[src/rtl/pwmt_pkg.sv]
// ----------------------------------------------------------------------------
// pwmt_pkg
// shared types and constants for the prescaled pwm timer
// ----------------------------------------------------------------------------
package pwmt_pkg;

  // field widths of the transfer payloads and registers
  localparam int REQ_W       = 3;
  localparam int CHAN_IDX_W  = 2;
  localparam int DUTY_W      = 17;
  localparam int PRESCALE_W  = 16;
  localparam int RELOAD_W    = 16;
  localparam int CHAN_EN_W   = 4;
  localparam int PWM_W       = 4;
  localparam int COUNT_OUT_W = 16;
  localparam int CFG_INDEX_W = 3;
  localparam int CFG_DATA_W  = 16;

  // duty arithmetic, unsigned q1.16
  localparam int FRAC_BITS = 16;
  localparam int PRODUCT_W = RELOAD_W + DUTY_W;
  localparam logic [DUTY_W-1:0] DUTY_ONE = 17'h10000;

  typedef enum logic [REQ_W-1:0] {
    REQ_TICK         = 3'd0,
    REQ_SET_DUTY     = 3'd1,
    REQ_START        = 3'd2,
    REQ_STOP         = 3'd3,
    REQ_CLEAR_FLAG   = 3'd4,
    REQ_FORCE_UPDATE = 3'd5
  } req_t;

  typedef enum logic [CFG_INDEX_W-1:0] {
    CFG_PRESCALE = 3'd0,
    CFG_RELOAD   = 3'd1,
    CFG_CHAN_EN  = 3'd2,
    CFG_IRQ_EN   = 3'd3,
    CFG_MAIN_OE  = 3'd4
  } cfg_index_t;

  typedef struct packed {
    logic [REQ_W-1:0]      req_type;
    logic [CHAN_IDX_W-1:0] channel;
    logic [DUTY_W-1:0]     duty_fraction;
  } in_item_t;

  typedef struct packed {
    logic [PWM_W-1:0]       pwm_level;
    logic                   update_flag;
    logic                   irq;
    logic [COUNT_OUT_W-1:0] count_value;
    logic                   running;
  } out_item_t;

  // compare write request into the channel bank
  typedef struct packed {
    logic                  en;
    logic [CHAN_IDX_W-1:0] channel;
    logic [DUTY_W-1:0]     duty_fraction;
  } chan_wr_t;

  // output gating controls
  typedef struct packed {
    logic                 main_oe;
    logic [CHAN_EN_W-1:0] chan_en;
  } pwm_gate_t;

endpackage

[src/rtl/pwmt_if.sv]
// ----------------------------------------------------------------------------
// pwmt_in_if / pwmt_out_if
// valid/ready channels carrying request and result items
// ----------------------------------------------------------------------------
interface pwmt_in_if import pwmt_pkg::*; ();
  logic     valid;
  logic     ready;
  in_item_t data;

  modport source (output valid, output data, input ready);
  modport sink (input valid, input data, output ready);
endinterface

interface pwmt_out_if import pwmt_pkg::*; ();
  logic      valid;
  logic      ready;
  out_item_t data;

  modport source (output valid, output data, input ready);
  modport sink (input valid, input data, output ready);
endinterface

[src/rtl/pwmt_chan_bank.sv]
// ----------------------------------------------------------------------------
// pwmt_chan_bank
// per-channel compare registers, duty to compare scaling and pwm mode 1 levels
// ----------------------------------------------------------------------------
module pwmt_chan_bank import pwmt_pkg::*; #(
  parameter int CHANNELS    = 4,
  parameter int COUNT_WIDTH = 16
) (
  input  logic                   clk,
  input  logic                   rst_n,
  input  chan_wr_t               wr,
  input  logic [RELOAD_W-1:0]    reload_eff,
  input  logic [COUNT_WIDTH-1:0] count_nxt,
  input  pwm_gate_t              gate,
  output logic [PWM_W-1:0]       level_nxt
);

  // compare never exceeds reload, so it fits the narrower of the two
  localparam int CMP_W = (COUNT_WIDTH < RELOAD_W) ? COUNT_WIDTH : RELOAD_W;

  logic [DUTY_W-1:0]    duty_sat;
  logic [PRODUCT_W-1:0] product;
  logic [CMP_W-1:0]     cmp_new;
  logic [CMP_W-1:0]     cmp_r   [CHANNELS];
  logic [CMP_W-1:0]     cmp_nxt [CHANNELS];

  // duty above one saturates
  assign duty_sat = (wr.duty_fraction > DUTY_ONE) ? DUTY_ONE : wr.duty_fraction;
  assign product  = PRODUCT_W'(reload_eff) * PRODUCT_W'(duty_sat);
  assign cmp_new  = product[FRAC_BITS +: CMP_W];

  // writes to a channel index without hardware match nothing
  always_comb begin
    for (int i = 0; i < CHANNELS; i++) begin
      cmp_nxt[i] = cmp_r[i];
      if (wr.en && (wr.channel == CHAN_IDX_W'(i))) begin
        cmp_nxt[i] = cmp_new;
      end
    end
  end

  always_comb begin
    level_nxt = '0;
    for (int i = 0; i < CHANNELS; i++) begin
      level_nxt[i] = gate.main_oe && gate.chan_en[i] &&
                     (count_nxt < COUNT_WIDTH'(cmp_nxt[i]));
    end
  end

  always_ff @(posedge clk) begin
    if (!rst_n) begin
      for (int i = 0; i < CHANNELS; i++) begin
        cmp_r[i] <= '0;
      end
    end else begin
      for (int i = 0; i < CHANNELS; i++) begin
        cmp_r[i] <= cmp_nxt[i];
      end
    end
  end

endmodule

[src/rtl/prescaled_pwm_timer.sv]
// ----------------------------------------------------------------------------
// prescaled_pwm_timer
// up-counting timer with prescaler, autoreload and edge-aligned pwm channels
// ----------------------------------------------------------------------------
//
//  channel   dir  handshake       payload
//  --------  ---  --------------  ---------------------------------------------
//  in_chan   in   valid/ready     req_type, channel, duty_fraction
//  out_chan  out  valid/ready     pwm_level, update_flag, irq, count_value,
//                                 running
//  cfg_*     in   write enable    cfg_index, cfg_wdata (no read-back)
//
//  one request per clock is sustained while out_chan is ready; a request waits
//  in the input register until the output register is free, executes there and
//  its result is loaded into the output register, which offers it on out_chan
//  reset is synchronous and active low; it clears counters, flags, compares
//  and the run bit, and loads reload with all ones
//  a stalled output holds its result while the input register still takes one
//  more request; after that in_chan.ready drops until out_chan moves
//
module prescaled_pwm_timer import pwmt_pkg::*; #(
  parameter int CHANNELS    = 4,
  parameter int COUNT_WIDTH = 16
) (
  input  logic                   clk,
  input  logic                   rst_n,
  input  logic                   cfg_wr_en,
  input  logic [CFG_INDEX_W-1:0] cfg_index,
  input  logic [CFG_DATA_W-1:0]  cfg_wdata,
  pwmt_in_if.sink                in_chan,
  pwmt_out_if.source             out_chan
);

  // low bits of reload and count that are visible at the given width
  localparam int LO_W = (COUNT_WIDTH < RELOAD_W) ? COUNT_WIDTH : RELOAD_W;

  // configuration registers
  logic [PRESCALE_W-1:0] prescale_r;
  logic [RELOAD_W-1:0]   reload_r;
  logic [CHAN_EN_W-1:0]  chan_en_r;
  logic                  irq_en_r;
  logic                  main_oe_r;

  // timer state
  logic [PRESCALE_W-1:0]  pcount_r, pcount_nxt;
  logic [COUNT_WIDTH-1:0] mcount_r, mcount_nxt;
  logic                   run_r, run_nxt;
  logic                   flag_r, flag_nxt;

  // pipeline registers
  logic      in_valid_r, in_valid_nxt;
  in_item_t  in_item_r;
  logic      out_valid_r, out_valid_nxt;
  out_item_t out_item_r, out_item_nxt;

  logic                   exec;
  logic                   in_xfer;
  logic [RELOAD_W-1:0]    reload_eff;
  logic [COUNT_WIDTH-1:0] reload_cmp;
  logic [PWM_W-1:0]       level_nxt;
  logic [COUNT_OUT_W-1:0] count_out;
  chan_wr_t               chan_wr;
  pwm_gate_t              gate;

  // ---------------------------------------------------------------------------
  // handshake: the held request executes once the output register is free
  // ---------------------------------------------------------------------------
  assign exec           = in_valid_r && (!out_valid_r || out_chan.ready);
  assign in_chan.ready  = !in_valid_r || exec;
  assign in_xfer        = in_chan.valid && in_chan.ready;
  assign out_chan.valid = out_valid_r;
  assign out_chan.data  = out_item_r;

  always_comb begin
    in_valid_nxt = in_valid_r;
    if (in_xfer) begin
      in_valid_nxt = 1'b1;
    end else if (exec) begin
      in_valid_nxt = 1'b0;
    end
  end

  always_comb begin
    out_valid_nxt = out_valid_r;
    if (exec) begin
      out_valid_nxt = 1'b1;
    end else if (out_chan.ready) begin
      out_valid_nxt = 1'b0;
    end
  end

  // ---------------------------------------------------------------------------
  // reload masked to the counter width
  // ---------------------------------------------------------------------------
  always_comb begin
    reload_eff = '0;
    reload_eff[LO_W-1:0] = reload_r[LO_W-1:0];
  end
  assign reload_cmp = COUNT_WIDTH'(reload_eff);

  // ---------------------------------------------------------------------------
  // request execution: one state update per executed request
  // ---------------------------------------------------------------------------
  always_comb begin
    pcount_nxt = pcount_r;
    mcount_nxt = mcount_r;
    run_nxt    = run_r;
    flag_nxt   = flag_r;
    chan_wr    = '{en: 1'b0, channel: in_item_r.channel,
                   duty_fraction: in_item_r.duty_fraction};
    if (exec) begin
      unique case (req_t'(in_item_r.req_type))
        REQ_TICK: begin
          // a stopped timer ignores ticks
          if (run_r) begin
            // limit test uses >= so a lowered register still wraps
            if (pcount_r >= prescale_r) begin
              pcount_nxt = '0;
              if (mcount_r >= reload_cmp) begin
                mcount_nxt = '0;
                flag_nxt   = 1'b1;
              end else begin
                mcount_nxt = mcount_r + COUNT_WIDTH'(1);
              end
            end else begin
              pcount_nxt = pcount_r + PRESCALE_W'(1);
            end
          end
        end
        REQ_SET_DUTY: begin
          chan_wr.en = 1'b1;
        end
        REQ_START: begin
          run_nxt = 1'b1;
        end
        REQ_STOP: begin
          run_nxt = 1'b0;
        end
        REQ_CLEAR_FLAG: begin
          flag_nxt = 1'b0;
        end
        REQ_FORCE_UPDATE: begin
          // flag is left as is
          pcount_nxt = '0;
          mcount_nxt = '0;
        end
        default: begin
          // unused codes only report the current state
        end
      endcase
    end
  end

  assign gate = '{main_oe: main_oe_r, chan_en: chan_en_r};

  pwmt_chan_bank #(
    .CHANNELS    (CHANNELS),
    .COUNT_WIDTH (COUNT_WIDTH)
  ) u_chan_bank (
    .clk        (clk),
    .rst_n      (rst_n),
    .wr         (chan_wr),
    .reload_eff (reload_eff),
    .count_nxt  (mcount_nxt),
    .gate       (gate),
    .level_nxt  (level_nxt)
  );

  // ---------------------------------------------------------------------------
  // result formatting, reported after the update
  // ---------------------------------------------------------------------------
  always_comb begin
    count_out = '0;
    count_out[LO_W-1:0] = mcount_nxt[LO_W-1:0];
  end

  always_comb begin
    out_item_nxt.pwm_level   = level_nxt;
    out_item_nxt.update_flag = flag_nxt;
    out_item_nxt.irq         = flag_nxt && irq_en_r;
    out_item_nxt.count_value = count_out;
    out_item_nxt.running     = run_nxt;
  end

  // ---------------------------------------------------------------------------
  // registers
  // ---------------------------------------------------------------------------
  always_ff @(posedge clk) begin
    if (!rst_n) begin
      prescale_r <= '0;
      reload_r   <= '1;
      chan_en_r  <= '0;
      irq_en_r   <= 1'b0;
      main_oe_r  <= 1'b0;
    end else if (cfg_wr_en) begin
      unique case (cfg_index_t'(cfg_index))
        CFG_PRESCALE: prescale_r <= cfg_wdata[PRESCALE_W-1:0];
        CFG_RELOAD:   reload_r   <= cfg_wdata[RELOAD_W-1:0];
        CFG_CHAN_EN:  chan_en_r  <= cfg_wdata[CHAN_EN_W-1:0];
        CFG_IRQ_EN:   irq_en_r   <= cfg_wdata[0];
        CFG_MAIN_OE:  main_oe_r  <= cfg_wdata[0];
        default: begin
          // index beyond the register list, write dropped
        end
      endcase
    end
  end

  always_ff @(posedge clk) begin
    if (!rst_n) begin
      pcount_r    <= '0;
      mcount_r    <= '0;
      run_r       <= 1'b0;
      flag_r      <= 1'b0;
      in_valid_r  <= 1'b0;
      out_valid_r <= 1'b0;
    end else begin
      pcount_r    <= pcount_nxt;
      mcount_r    <= mcount_nxt;
      run_r       <= run_nxt;
      flag_r      <= flag_nxt;
      in_valid_r  <= in_valid_nxt;
      out_valid_r <= out_valid_nxt;
    end
  end

  // payload registers
  always_ff @(posedge clk) begin
    if (in_xfer) begin
      in_item_r <= in_chan.data;
    end
    if (exec) begin
      out_item_r <= out_item_nxt;
    end
  end

endmodule

[src/flat_wrapper.sv]
// flat-port wrapper written by rule: the top's interface ports become plain ports
module prescaled_pwm_timer_flat import pwmt_pkg::*;
#(
  parameter int CHANNELS    = 4,
  parameter int COUNT_WIDTH = 16
)
  (clk, rst_n, cfg_wr_en, cfg_index, cfg_wdata, in_chan_valid, in_chan_data, in_chan_ready, out_chan_valid, out_chan_data, out_chan_ready);
  pwmt_in_if in_chan_i ();
  pwmt_out_if out_chan_i ();
  input  logic clk;
  input  logic rst_n;
  input  logic cfg_wr_en;
  input  logic [CFG_INDEX_W-1:0] cfg_index;
  input  logic [CFG_DATA_W-1:0] cfg_wdata;
  input wire logic [$bits(in_chan_i.valid)-1:0] in_chan_valid;
  input wire logic [$bits(in_chan_i.data)-1:0] in_chan_data;
  output wire logic [$bits(in_chan_i.ready)-1:0] in_chan_ready;
  output wire logic [$bits(out_chan_i.valid)-1:0] out_chan_valid;
  output wire logic [$bits(out_chan_i.data)-1:0] out_chan_data;
  input wire logic [$bits(out_chan_i.ready)-1:0] out_chan_ready;
  assign in_chan_i.valid = in_chan_valid;
  assign in_chan_i.data = in_chan_data;
  assign in_chan_ready = in_chan_i.ready;
  assign out_chan_valid = out_chan_i.valid;
  assign out_chan_data = out_chan_i.data;
  assign out_chan_i.ready = out_chan_ready;
  prescaled_pwm_timer #(.CHANNELS(CHANNELS), .COUNT_WIDTH(COUNT_WIDTH)) u_core (.clk(clk), .rst_n(rst_n), .cfg_wr_en(cfg_wr_en), .cfg_index(cfg_index), .cfg_wdata(cfg_wdata), .in_chan(in_chan_i), .out_chan(out_chan_i));
endmodule
[config.mk]
export PLATFORM = sky130hd
export DESIGN_NAME = prescaled_pwm_timer_flat
export DESIGN_NICKNAME = d
export VERILOG_FILES = /design/src/rtl/pwmt_pkg.sv /design/src/rtl/pwmt_if.sv /design/src/rtl/pwmt_chan_bank.sv /design/src/rtl/prescaled_pwm_timer.sv /design/src/flat_wrapper.sv
export SDC_FILE = /design/constraint.sdc
export NUM_CORES = 1
export LEC_CHECK = 0
export ABC_AREA = 1
export BUFFER_PORTS_ARGS = -buffer_cell sky130_fd_sc_hd__buf_2
export CORE_MARGIN = 2
export CORE_UTILIZATION = 30
export DETAILED_ROUTE_END_ITERATION = 12
export PLACE_DENSITY_LB_ADDON = 0.12
export SETUP_SLACK_MARGIN = 0.1
export SYNTH_ARGS = -nofsm -noshare
export SYNTH_HDL_FRONTEND = slang
export SYNTH_SLANG_ARGS = --single-unit
[constraint.sdc]
create_clock -name clk -period 10.3 [get_ports clk]
set_input_delay 0.515 -clock clk [delete_from_list [all_inputs] [get_ports clk]]
set_output_delay 0.515 -clock clk [all_outputs]
set_load 0.02 [all_outputs]
Yosys cells after proc, flatten, opt, wreduce, memory -nomap -nowiden
Memories as Yosys holds them, arrays and structs flattened.
Index checks and enable logic that the tools add are counted.
- add/sub/neg operators: 2
- $mul: 1
- $lt $le $gt $ge: 7
- equality and inequality tests: 13
- multiplexer cells: 32
- bitwise gates (word level): 4
- reductions and logical operators: 31
- operators by type and width (operator ; count):
    $mux 16 ; 14
    $lt 16x16->1 ; 4
    $pmux 16 s2 ; 2
    $add 16x1->16 const B ; 2
    $ge 16x16->1 ; 2
    $mul 16x17->32 ; 1
    $gt 17x17->1 const B ; 1
    $mux 17 ; 1
    $logic_and 1x1->1 ; 15
    $mux 1 ; 13
    $eq 3x2->1 const B ; 4
    $reduce_and 2->1 ; 5
    $eq 3x3->1 const B ; 3
    $eq 3x1->1 const B ; 2
    $logic_not 3->1 ; 2
    $reduce_bool 2->1 ; 3
    $eq 2x2->1 const B ; 2
    $or 1x1->1 ; 4
    $pmux 1 s2 ; 2
    $reduce_and 3->1 ; 1
    $eq 2x1->1 const B ; 1
    $logic_not 1->1 ; 2
    $logic_not 2->1 ; 1
    $logic_or 1x1->1 ; 2
    $ne 2x1->1 const B ; 1
- register bits after elaboration: 119
- bits in writable memories: 64
- output and inout bits: 25
- memories: 1
- memory list (memory ; depth ; width ; read ports ; clocked after memory_dff ; write ports ; line ; RTL):
    u_core.u_chan_bank.cmp_r ; 4 ; 16 ; 4 ; 0 ; 4 ; pwmt_chan_bank.sv:24 ; logic [CMP_W-1:0] cmp_r [CHANNELS];

Longest topological paths before layout
- depth after elaboration: 8
- mapped depth: 43
- depth with buffers taken out: 41

Cells and area by module
Synthesis repeated with hierarchy kept, for this count alone.
- cell total of the unflattened synthesis: 2281
- area total of the unflattened synthesis: 18255.0 um2
- by module, submodules not included (module ; instances ; cells each ; area an instance (um2) ; sequential area each (um2)):
    pwmt_chan_bank ; 1 ; 1592 ; 12533.3 ; 1281.2
    prescaled_pwm_timer ; 1 ; 689 ; 5721.7 ; 2832.7

Worst setup path after synthesis
No wires, ideal clock.
- path kind: register to register
- start: register u_core.in_item_r, in the netlist u_core.chan_wr[1]
- end: register u_core.out_item_r, in the netlist u_core.out_chan.data[22] (data pin)
- data arrival time: 7140 ps
- data required time: 10154 ps
- setup slack: 3014 ps
- stages on the path, launching flop included: 35
- cells stage by stage: edfxtp_1 nor2_1 nand2_1 nor2_1 nand2_1 nand2_1 clkbuf_1 nand2_1 clkinv_1 nand2_1 fa_1 inv_1 fa_1 fa_1 fa_1 fa_1 inv_1 fa_1 inv_1 ha_1 a21o_1 a31oi_1 o2111ai_2 nand2_1 nand2_1 xnor2_1 nand2_1 o21ai_0 ha_1 a21oi_1 o21ai_0 nand3_1 a21oi_1 a2111o_1 a21oi_1
- word-level cells in the longest chain between the ends: 6
- RTL lines (element ; line ; RTL):
    from (decl) ; prescaled_pwm_timer.sv:52 ; in_item_t in_item_r;
    from (signal assigned) ; prescaled_pwm_timer.sv:230 ; in_item_r <= in_chan.data;
    $gt 17x17->1 ; pwmt_chan_bank.sv:28 ; assign duty_sat = (wr.duty_fraction > DUTY_ONE) ? DUTY_ONE : wr.duty_fraction;
    $mux 17 * ; pwmt_chan_bank.sv:28 ;
    $mul 16x17->32 * ; pwmt_chan_bank.sv:29 ; assign product = PRODUCT_W'(reload_eff) * PRODUCT_W'(duty_sat);
    $mux 16 * ; pwmt_chan_bank.sv:36 ; if (wr.en && (wr.channel == CHAN_IDX_W'(i))) begin
    $lt 16x16->1 * ; pwmt_chan_bank.sv:46 ; (count_nxt < COUNT_WIDTH'(cmp_nxt[i]));
    $logic_and 1x1->1 * ; pwmt_chan_bank.sv:45 ; level_nxt[i] = gate.main_oe && gate.chan_en[i] &&
    via u_core.level_nxt[3] ; prescaled_pwm_timer.sv:60 ; logic [PWM_W-1:0] level_nxt;
    to (signal assigned) ; prescaled_pwm_timer.sv:233 ; out_item_r <= out_item_nxt;
    to (decl) ; prescaled_pwm_timer.sv:54 ; out_item_t out_item_r, out_item_nxt;
The timed path passes the listed nets; every way through them passes the cells marked *.
A chain may end at the register's enable or synchronous reset.

Final worst setup path
- start: register u_core.in_item_r, in the netlist u_core.chan_wr[1]
- end: register u_core.out_item_r, in the netlist u_core.out_chan.data[20] (data pin)
Same word-level chain as after synthesis.

==> results.toml <==
[timing]
timing.fmax_mhz = 109
setup_tns_ps = 0
fin_crit_sh_pct = 88.9
hold_viol_final = 0
max_slew_margin_pct = 24.2
finalSetupViolCount = 0
setup_slack_ps = 1140
clock_skew_ps = 11.0
grt_setup_unrepaired = "false"
period_needed_ps = 9160
slew_violations = 0
worst_slew_pin_slew_ps = 1140

[yosys]
syn_area_sq_mm = 0.0179
yosys_warnings = 0
synth.largest_area_cell = "fa_1"
yosys_register_bits = 183
synth_nets = 2680
async_reset_ff_share_pct = 0
seq_area_frac_synth_pct = 23.0
synth_top_flop_cell = "dfxtp_1"
synth_top_area_share_pct = 23.1
synth_cell_types = 53
synth_edf_count = 45
syn_inst = 2236
ys_top_cells_by_area = "fa_1 23%, dfxtp_1 15%, ha_1 13%"
avgSynthCellArea_sq_um = 7.99

[setup_path]
worstSetupEndpointType = "flip-flop"
cp_max_fo = 15
r2r_setup_slack_ps = 1140
cp-start-kind = "flip-flop"
max_stage_delay_ps = 560
cpMostUsedCell = "nand2_1"
rr_worst_depth = 37
cp_data_required_time_ps = 10610
crit_arrival_ps = 9470
critPathSlowestCell = "nor2_1"
path_class = "flip-flop to flip-flop"

[route]
drt-initial-drc-count = 771
first_pass_iters = 5
route.detailed.drc = 0
wl_um = 55900
avgRoutedWirePerCell_um = 18.3
via_per_inst = 4.69
ant_nets = 0
route.vias.total = 14300

[layout]
multi_input_area_sq_mm = 0.0119
final_area_sq_mm = 0.0196
syn_to_final_growth_pct = 9.99
n_fill_cell = 6264
final_cell_mix = "443 x nand2_1, 398 x inv_1, 280 x nor2_1"
seqCellArea_sq_mm = 0.00411
final_common_cell = "nand2_1"
drive_above_1_share_pct = 6.38
diodes = 0
nets = 2718
fin_util_pct = 33.3

[floorplanning]
rows = 89
fp.dieH_um = 248
start_util_pct = 30.3
num_io_pins = 71
coreArea_sq_mm = 0.0589
die_w_um = 248
die_area_sq_mm = 0.0615

[clocking]
numCtsBuffers = 17
clockBufferDepth = 2
postCtsSetupBuffers = 0
insertion_delay_ps = 460
cts_root_buf = "clkbuf_16"
cts.sinks = 183
tritoncts = "built"
path_clk_slew_ps = 80
h-tree-depth = 4
post_cts_resized = 0
cts_hold_buf = 0

[grt]
grt_max_degree = 83
grt_pass1_vias = 14800
grt_overflow = 0
grt_pass1_wl_um = 87300
track_usage_pct = 18.9
antenna_found_initial = 0

[worst_hold_path]
hold_depth = 1
worstHoldPathType = "input pin to flip-flop"

[run]
cap_violations = 0

[placement]
port_buffers = 70
preCtsSetupSlack_ps = 1160
placed_cell_area_sq_mm = 0.0190
place_congestion = 0.943
post-dp-hpwl_um = 44300

[power_and_ir_drop]
ir_drop_v = 0.000298
leakage_uw = 0.00967
p_per_area_mw_per_mm2 = 336

[status]
status = "completed"
==> stage by stage <==
step / total power, uW / hold slack (ps) / cells
final: 6610 / 225 / 3060
after global routing: 7440 / 199 / 3060
after CTS: 6680 / 191 / 3060
after detailed placement: 5920 / 452 / 3028
after global placement: 5980 / 452 / 3028
after floorplan: 4310 / 430 / 2236
==> critical path: cells and delay by family, from the launching register on <==
| kind | cells | cell delay (ps) |
|---|---|---|
| fa+ha+maj | 8 | 3540 |
| simple gates | 14 | 2220 |
| compound gates | 6 | 1220 |
| buf+inv | 8 | 1060 |
| xor+xnor | 1 | 540 |
| flops | 1 | 430 |
==> per-layer routing <==
metal  GRT usage, %  vias to the layer above  share of wire (%)
met5              0                        -                  0
li1               -                     7083                  -
met1           26.5                     6890                 48
met3           3.43                       65                4.7
met2           29.3                      307                 44
met4           6.31                        0                3.1
==> kinds of logic after synthesis <==
family / count (synthesis) / share of synthesized area (%)
adders and majority gates: 398 / 36.5
buffers and inverters: 481 / 10.2
DFF: 183 / 23.0
AOI/OAI and AO/OA: 278 / 8.91
muxes: 4 / 0.224
and+or+nand+nor: 865 / 19.8
xor gates and xnor gates: 27 / 1.32
==> synth_stat cells, drive strengths merged (23+ instances only) <==
| library cell | number |
|---|---|
| fa | 206 |
| nand2 | 444 |
| o21ai | 113 |
| clkbuf | 56 |
| dfxtp | 138 |
| edfxtp | 45 |
| o211ai | 23 |
| ha | 192 |
| a21oi | 103 |
| inv | 405 |
| nor2 | 285 |
| nand3 | 76 |
==> final timing paths <==
| check | start | to |
|---|---|---|
| max | u_core.chan_wr[1] | u_core.out_chan.data[20] |
| max reg2reg | u_core.chan_wr[1] | u_core.out_chan.data[20] |
| min | in_chan_data[16] | u_core.chan_wr[16] |
| min reg2reg | u_core.prescale_r[6] | u_core.prescale_r[6] |
==> final cells by class <==
type,count,area share [%]
clock buffer,18,2.19
clock inverter,14,0.841
tap,773,4.92
timing repair buffer,84,2.32
sequential,183,20.9
inverter,416,7.95
multi-input combinational,1572,60.8
==> power by group <==
| group | switching (uW) | internal (uW) | leakage [uW] |
|---|---|---|---|
| clock | 337 | 345 | 0.000284 |
| combinational | 3460 | 1700 | 0.00783 |
| sequential | 17.3 | 753 | 0.00155 |
| total | 3810 | 2790 | 0.00967 |
==> registers in the layout, summed over array words and instances (netlist names), 3 cells and up <==
signal / cells
u_core.chan_en_r: 4
u_core.chan_wr: 19
u_core.in_item_r: 3
u_core.mcount_r: 16
u_core.out_chan.data: 23
u_core.pcount_r: 16
u_core.prescale_r: 16
u_core.reload_cmp: 16
u_core.u_chan_bank.cmp_r: 64
No activity file was read; power rests on OpenSTA's default activity.
